$ cat config.mk
export PLATFORM = sky130hd
export DESIGN_NAME = edd_ctrl
export DESIGN_NICKNAME = d
export VERILOG_FILES = /design/src/rtl/edd_pkg.sv /design/src/rtl/edd_ctrl.sv
export SDC_FILE = /design/constraint.sdc
export NUM_CORES = 1
export LEC_CHECK = 0
export ABC_AREA = 1
export BUFFER_PORTS_ARGS = -buffer_cell sky130_fd_sc_hd__clkbuf_2
export CAP_MARGIN = 20
export CORE_AREA = 5 5 46 48
export DETAILED_ROUTE_END_ITERATION = 6
export DIE_AREA = 0 0 51 53
export PLACE_DENSITY = 0.68
export SLEW_MARGIN = 10
export SYNTH_ARGS = -nofsm -noshare
export SYNTH_HDL_FRONTEND = slang
export SYNTH_SLANG_ARGS = --single-unit
$ cat constraint.sdc
create_clock -name clock -period 1.1 [get_ports clock]
set_input_delay 0.11 -clock clock [delete_from_list [all_inputs] [get_ports clock]]
set_output_delay 0.11 -clock clock [all_outputs]
set_load 0.1 [all_outputs]
$ cat src/rtl/edd_pkg.sv
`timescale 1ns / 1ps

package edd_pkg;

   localparam int COLOUR_BITS = 8;
   localparam int LANES       = 3;
   localparam int PIXEL_BITS  = 4 * COLOUR_BITS;
   localparam int CFG_BITS    = 12;
   localparam int WIDTH_RESET = 640;

   localparam int MAX_WIDTH = 2048;
   localparam int ADDR_BITS = $clog2(MAX_WIDTH);
   localparam int CMP_BITS  = (CFG_BITS > ADDR_BITS + 1) ? CFG_BITS : ADDR_BITS + 1;

   localparam int FRAC_BITS = 8;
   localparam int ERR_BITS  = FRAC_BITS + 10;
   localparam int SUM_BITS  = ERR_BITS + 2;
   localparam int PROD_BITS = SUM_BITS + 3;
   localparam int GQ_BITS   = 2 * COLOUR_BITS;
   localparam int GRAY_BITS = FRAC_BITS + COLOUR_BITS;

   localparam int DIV_STEPS    = COLOUR_BITS;
   localparam int DIV_CNT_BITS = $clog2(DIV_STEPS);

   typedef logic [COLOUR_BITS-1:0]        colour_type;
   typedef colour_type [LANES-1:0]        lanes_type;
   typedef logic [PIXEL_BITS-1:0]         pixel_type;
   typedef logic [CFG_BITS-1:0]           cfg_type;
   typedef logic [CMP_BITS-1:0]           cmp_type;
   typedef logic [ADDR_BITS-1:0]          addr_type;
   typedef logic signed [ERR_BITS-1:0]    err_type;
   typedef logic signed [SUM_BITS-1:0]    sum_type;
   typedef logic signed [PROD_BITS-1:0]   prod_type;
   typedef logic [GQ_BITS-1:0]            gq_type;
   typedef logic [GRAY_BITS-1:0]          gray_type;
   typedef logic [DIV_CNT_BITS-1:0]       div_cnt_type;
   typedef logic [2:0]                    share_type;

   localparam colour_type WEIGHT_RED   = 8'd77;
   localparam colour_type WEIGHT_GREEN = 8'd151;
   localparam colour_type WEIGHT_BLUE  = 8'd28;

   localparam share_type SHARE_AHEAD  = 3'd7;
   localparam share_type SHARE_BEHIND = 3'd3;
   localparam share_type SHARE_BELOW  = 3'd5;
   localparam share_type SHARE_DIAG   = 3'd1;

   localparam sum_type HALF_LEVEL = sum_type'(255 << (FRAC_BITS - 1));
   localparam sum_type FULL_LEVEL = sum_type'(255 << FRAC_BITS);

   localparam colour_type LEVEL_DARK   = 8'h00;
   localparam colour_type LEVEL_BRIGHT = 8'hFF;

   localparam prod_type ERR_MAX = prod_type'((1 << (ERR_BITS - 1)) - 1);
   localparam prod_type ERR_MIN = ~ERR_MAX;

   typedef struct packed {
      logic accept;
      logic clear_step;
      logic div_start;
      logic gray_calc;
      logic err_calc;
      logic write_x;
      logic write_bx;
      logic load_result;
   } cmd_type;

   typedef struct packed {
      logic div_busy;
      logic clear_last;
      logic slot_free;
   } status_type;

   // weighted sum carries 8 fraction bits, rescale to the working format
   function automatic gray_type scale_gray(input gq_type g);
      logic [GQ_BITS+GRAY_BITS-1:0] wide;
      wide = {{GRAY_BITS{1'b0}}, g};
      if (FRAC_BITS >= COLOUR_BITS) begin
         wide = wide << (FRAC_BITS - COLOUR_BITS);
      end else begin
         wide = wide >> (COLOUR_BITS - FRAC_BITS);
      end
      return wide[GRAY_BITS-1:0];
   endfunction

   // floor(err * k / 16)
   function automatic prod_type share16(input sum_type err, input share_type k);
      prod_type e;
      prod_type m;
      prod_type p;
      e = prod_type'(err);
      m = prod_type'({1'b0, k});
      p = e * m;
      return p >>> 4;
   endfunction

   function automatic err_type sat_err(input prod_type v);
      if (v > ERR_MAX) begin
         return err_type'(ERR_MAX);
      end else if (v < ERR_MIN) begin
         return err_type'(ERR_MIN);
      end
      return v[ERR_BITS-1:0];
   endfunction

endpackage

$ cat src/rtl/edd_ctrl.sv
`timescale 1ns / 1ps

module edd_ctrl (
   input  logic                clock,
   input  logic                reset,
   input  logic                req_valid,
   input  logic                req_first,
   input  edd_pkg::status_type status,
   output logic                req_ready,
   output edd_pkg::cmd_type    cmd
);

   typedef enum logic [9:0] {
      ST_CLEAR_RESET = 10'b00_0000_0001,
      ST_IDLE        = 10'b00_0000_0010,
      ST_CLEAR_FRAME = 10'b00_0000_0100,
      ST_DIV_LOAD    = 10'b00_0000_1000,
      ST_DIV_RUN     = 10'b00_0001_0000,
      ST_GRAY        = 10'b00_0010_0000,
      ST_ERROR       = 10'b00_0100_0000,
      ST_WRITE_X     = 10'b00_1000_0000,
      ST_WRITE_BX    = 10'b01_0000_0000,
      ST_RESULT      = 10'b10_0000_0000
   } state_type;

   state_type state_ff, state_in;

   always_comb begin
      state_in  = state_ff;
      cmd       = '0;
      req_ready = 1'b0;
      unique case (state_ff)
         ST_CLEAR_RESET: begin
            cmd.clear_step = 1'b1;
            if (status.clear_last) begin
               state_in = ST_IDLE;
            end
         end
         ST_IDLE: begin
            req_ready = 1'b1;
            if (req_valid) begin
               cmd.accept = 1'b1;
               state_in   = req_first ? ST_CLEAR_FRAME : ST_DIV_LOAD;
            end
         end
         ST_CLEAR_FRAME: begin
            cmd.clear_step = 1'b1;
            if (status.clear_last) begin
               state_in = ST_DIV_LOAD;
            end
         end
         ST_DIV_LOAD: begin
            cmd.div_start = 1'b1;
            state_in      = ST_DIV_RUN;
         end
         ST_DIV_RUN: begin
            if (!status.div_busy) begin
               state_in = ST_GRAY;
            end
         end
         ST_GRAY: begin
            cmd.gray_calc = 1'b1;
            state_in      = ST_ERROR;
         end
         ST_ERROR: begin
            cmd.err_calc = 1'b1;
            state_in     = ST_WRITE_X;
         end
         ST_WRITE_X: begin
            cmd.write_x = 1'b1;
            state_in    = ST_WRITE_BX;
         end
         ST_WRITE_BX: begin
            cmd.write_bx = 1'b1;
            state_in     = ST_RESULT;
         end
         ST_RESULT: begin
            // wait for the output register to drain
            if (status.slot_free) begin
               cmd.load_result = 1'b1;
               state_in        = ST_IDLE;
            end
         end
         default: begin
            state_in = ST_CLEAR_RESET;
         end
      endcase
   end

   always_ff @(posedge clock) begin
      if (reset) begin
         state_ff <= ST_CLEAR_RESET;
      end else begin
         state_ff <= state_in;
      end
   end

endmodule

======== Word level (Yosys, flattened, before mapping) ========
Cells that the tools add are included.
word-level totals
  bits of input ports ..................... 7
  bits in latches ......................... 0
  bits in registers ....................... 10
  word-level logic and storage cells ...... 36
  output and inout bits ................... 9
  bits in read-only memories .............. 0
  RAM bits ................................ 0
  memories kept ........................... 0
cells by class
  bitwise logic cells ..................... 0
  div/mod/pow operators ................... 0
  magnitude comparators ................... 0
  add/subtract/negate cells ............... 0
  equality and inequality tests ........... 15
  multipliers ............................. 0
  mux-type cells .......................... 18
  shift operators ......................... 0
  reduce and logical (&&, ||, !) cells .... 2
operator list
  kind                                                                    number
  10-bit case mux with 10 select lines                                    1
  10-bit two-way mux                                                      5
  1-bit two-way mux                                                       11
  10-bit by 1-bit equality test with 1-bit output, second input constant  1
  10-bit equality test, second input constant                             1
  10-bit by 2-bit equality test with 1-bit output, second input constant  1
  10-bit by 3-bit equality test with 1-bit output, second input constant  1
  10-bit by 4-bit equality test with 1-bit output, second input constant  1
  10-bit by 5-bit equality test with 1-bit output, second input constant  1
  10-bit by 6-bit equality test with 1-bit output, second input constant  1
  10-bit by 7-bit equality test with 1-bit output, second input constant  1
  10-bit by 8-bit equality test with 1-bit output, second input constant  1
  10-bit by 9-bit equality test with 1-bit output, second input constant  1
  2-bit inequality test, second input constant                            5
  5-bit AND reduction                                                     1
  4-bit two-way mux                                                       1
  2-bit OR reduction                                                      1

======== Depth between registers and ports, before layout ========
  word-level depth ........................ 3
  mapped depth ............................ 10
  depth with buffers taken out ............ 10

======== Least setup slack after synthesis ========
OpenSTA, ideal clock, no wires.
  path kind ............................... register -> output
  from .................................... register state_ff[4]
  to ...................................... output cmd[7] (netlist name)
  stages on the path, launching flop included .. 6
  buffers on the path ..................... 0
  arrival time ............................ 2006 ps
  setup slack ............................. -1016 ps
  data required time ...................... 990 ps
  path through ............................ dfxtp_1 -> nor2_1 -> nand2_4 -> nor2_2 -> nand2_1 -> nor2_1
RTL lines
  element                 line            source
  from (decl)             edd_ctrl.sv:26  state_type state_ff, state_in;
  from (signal assigned)  edd_ctrl.sv:94  state_ff <= state_in;
  to (decl)               edd_ctrl.sv:10  output edd_pkg::cmd_type cmd

==> impl_results.md <==
* Status: complete, but fails checks
* Worst path arrival time at 1.53 ns
* Die H at 53 microns
* Mux cell area share after synthesis at 0%
* RSZ-0062 raised after global routing: yes
* Final worst path period need at 1.641 ns
* Leading area contributor after synthesis: dfxtp_1
* Leakage at 0.6768 nW
* Crit-path cells: nor2_4 > nand2_2 > nor2_4 > nand2_2 > nor2_4 > buf_12
* Async SR Flop Fraction at 0%
* Clock transition at path regs at 0.08 ns
* Worst path slowest cell: dfxtp_2
* Gr usage total at 20.51%
* Final setup viols at 19
* I/O pins at 16
* Min-Delay Path Class: in -> reg
* Crit Path Category: reg -> out
* Critical Path Start Type: flip-flop
* Largest net degree at the start of global routing at 9
* Mapped Nets at 126
* Post-synthesis simple-gate area fraction at 55.32%
* Compound-Gate Fraction of Synth Area at 1.418%
* Final Hold Vio Count at 0
* Detailed Routing Iterations Pass 1 at 4
* Placer Congestion at 0.8207
* Post-DP HPWL at 1.605 mm
* Initial Utilization at 42.25%
* Adder-Cell Fraction of Synth Area at 0%
* DRC Markers at 0
* Initial antenna violation count at 0
* EDFF count, synth at 0
* Largest register FFs at 10
* DR vias/cell at 5.133
* Mean Syn Cell Area at 5.930 sq um
* Routed wire length at 2.839 mm
* Synth top area share at 28.37%
* Fmax at 609.3 MHz
* Clk_skew at 0.007199 ns
* Failing checks: setup timing
* Vias in the first global route at 921
* Inserted Diodes at 0
* FF+latch count, synth at 10
* Top post-synthesis cells by area: dfxtp_1 28%, inv_1 14%, nand2_1 14%, nor2_1 12%, nand3_1 11%
* Via Count at 929
* Rel. slew slack at 76.27%
* Hold Slack at 0.01332 ns
* YS warnings at 0
* DR WL/cell at 15.69 microns
* Max Slew Vio Count at 0
* Area growth syn-to-layout at 101.8%
* Final worst path period share at 149.2%
* CTS tree: built
* Util after Layout at 85.24%
* R2R depth at 12
* Sequential cell area fraction in the yosys report at 28.37%
* Regs by FF count: state_ff (10)
* Main combinational cell family by area after synthesis: simple AND/OR/NAND/NOR gates
* Total gr overflow at 0
* Clock buffer depth at 2
* ANT nets after route at 0
* Hold depth at 2
* Biggest register: state_ff
* Yosys cell types at 16
* Detailed Route Iter0 Violations at 26
* CTS Root Cell: clkbuf_4
* Maximum VDD drop at 1967 uV
* Syn Inst Count at 119
* CP peak stage delay at 0.37 ns
* Global-route wire length before repair at 4.119 mm
* Ratio of cells with drive above 1 in the final layout at 69.51%
* Critical path endpoint category: output pin
* Htree depth at 1
* Std-Cell Rows at 15
* Crit Path Max Fanout at 4
* TritonCTS Buffers at 3
* Commonest cells in the netlist: 26 x inv_1, 26 x nand2_1, 22 x nor2_1
* Max cap viols at 0
* Synth Cell Area at 705.7 sq um
* Cell mode on critical path: nor2_4
* CORE AREA at 0.001670 sq mm
* Worst endpoint required time at 0.99 ns
* Die area at 0.002703 sq mm
* Number of I/O port buffers at 15
* Top FF cell, synth: dfxtp_1
* Final worst slack at -0.5412 ns
* Worst-Margin Slew at 0.3555 ns
* Clk_lat worst skew at 0.27 ns
* # nets final at 172
* Post-synthesis xor/xnor area fraction at 0%
* Pwr Density at 1818 mW/mm^2
* Clock Sinks at 10
* Die Width at 51 microns
* Filler Cell Count at 82
==> where the power goes <==
group	leakage (nW)	switching, mW	internal [mW]	total, mW
sequential	0.0865	0.0890	0.426	0.515
combinational	0.569	1.03	0.692	1.72
clock	0.0210	0.149	0.201	0.350
==> cell families after synthesis <==
logic type,Yosys count
AO/OA/AOI/OAI,2
buffers and inverters,28
flip-flops,10
AND/OR/NAND/NOR,79
==> repair_timing <==
action | 4_1_cts | 5_1_grt
resized for setup | 23 | 17
endpoints found under the setup margin | 19 | 19
pin swaps | 13 | 14
setup buffers | 10 | 5
hold buffers | 0 | 0
==> final cells by class <==
class,count,area [sq um],area share [%]
Clock buffer,4,36.28,2.548
Inverter,28,132.6,9.315
Multi-Input combinational cell,81,590.6,41.48
Sequential cell,10,222.7,15.64
Tap cell,17,21.27,1.494
Timing Repair Buffer,41,420.4,29.53
==> critical path: cells and delay by family, from the launching register on <==
family | cells | cell delay [ns]
DFF | 1 | 0.37
and+or+nand+nor | 5 | 0.70
buffers and inverters | 1 | 0.18
==> worst paths after layout <==
kind               startpoint     endpoint  slack, ns
setup / recovery  state_ff[2]       cmd[0]      -0.54
hold / removal          reset  state_ff[9]       0.01
setup reg to reg  state_ff[6]  state_ff[6]      -0.46
hold reg to reg   state_ff[0]  state_ff[0]       0.51
==> per-layer routing <==
metal	vias up	track usage (%)	wire, microns	share of wire (%)
li1	449	-	-	-
met1	450	21.66	1174	41
met2	24	38.41	1482	52
met3	6	6.197	120	4.2
met4	0	6.726	61	2.1
met5	-	0	0	0
==> cells in the final DEF, fill, tap and decap left out, drive strengths merged <==
cell type / count
clkbuf: 10
clkinvlp: 6
nor3: 1
a21oi: 1
nor2: 29
o21ai: 1
dfxtp: 10
inv: 22
nand2: 30
nand3: 16
nand3b: 2
nand4: 1
buf: 35
==> metrics by stage <==
| stage | power (mW) | area (sq um) | TNS (ns) | worst slack, ns | std cells |
|---|---|---|---|---|---|
| floorplan | 1.482 | 837.1 | -4.281 | -0.3790 | 119 |
| CTS | 2.385 | 1328 | -7.013 | -0.4878 | 176 |
| global route | 2.714 | 1424 | -9.417 | -0.5776 | 181 |
| global placement | 1.874 | 1151 | -3.383 | -0.2768 | 162 |
| detailed placement | 1.892 | 1151 | -3.750 | -0.3099 | 162 |
| finish | 2.589 | 1424 | -8.252 | -0.5412 | 181 |
Power figures use the tool's default switching activity.
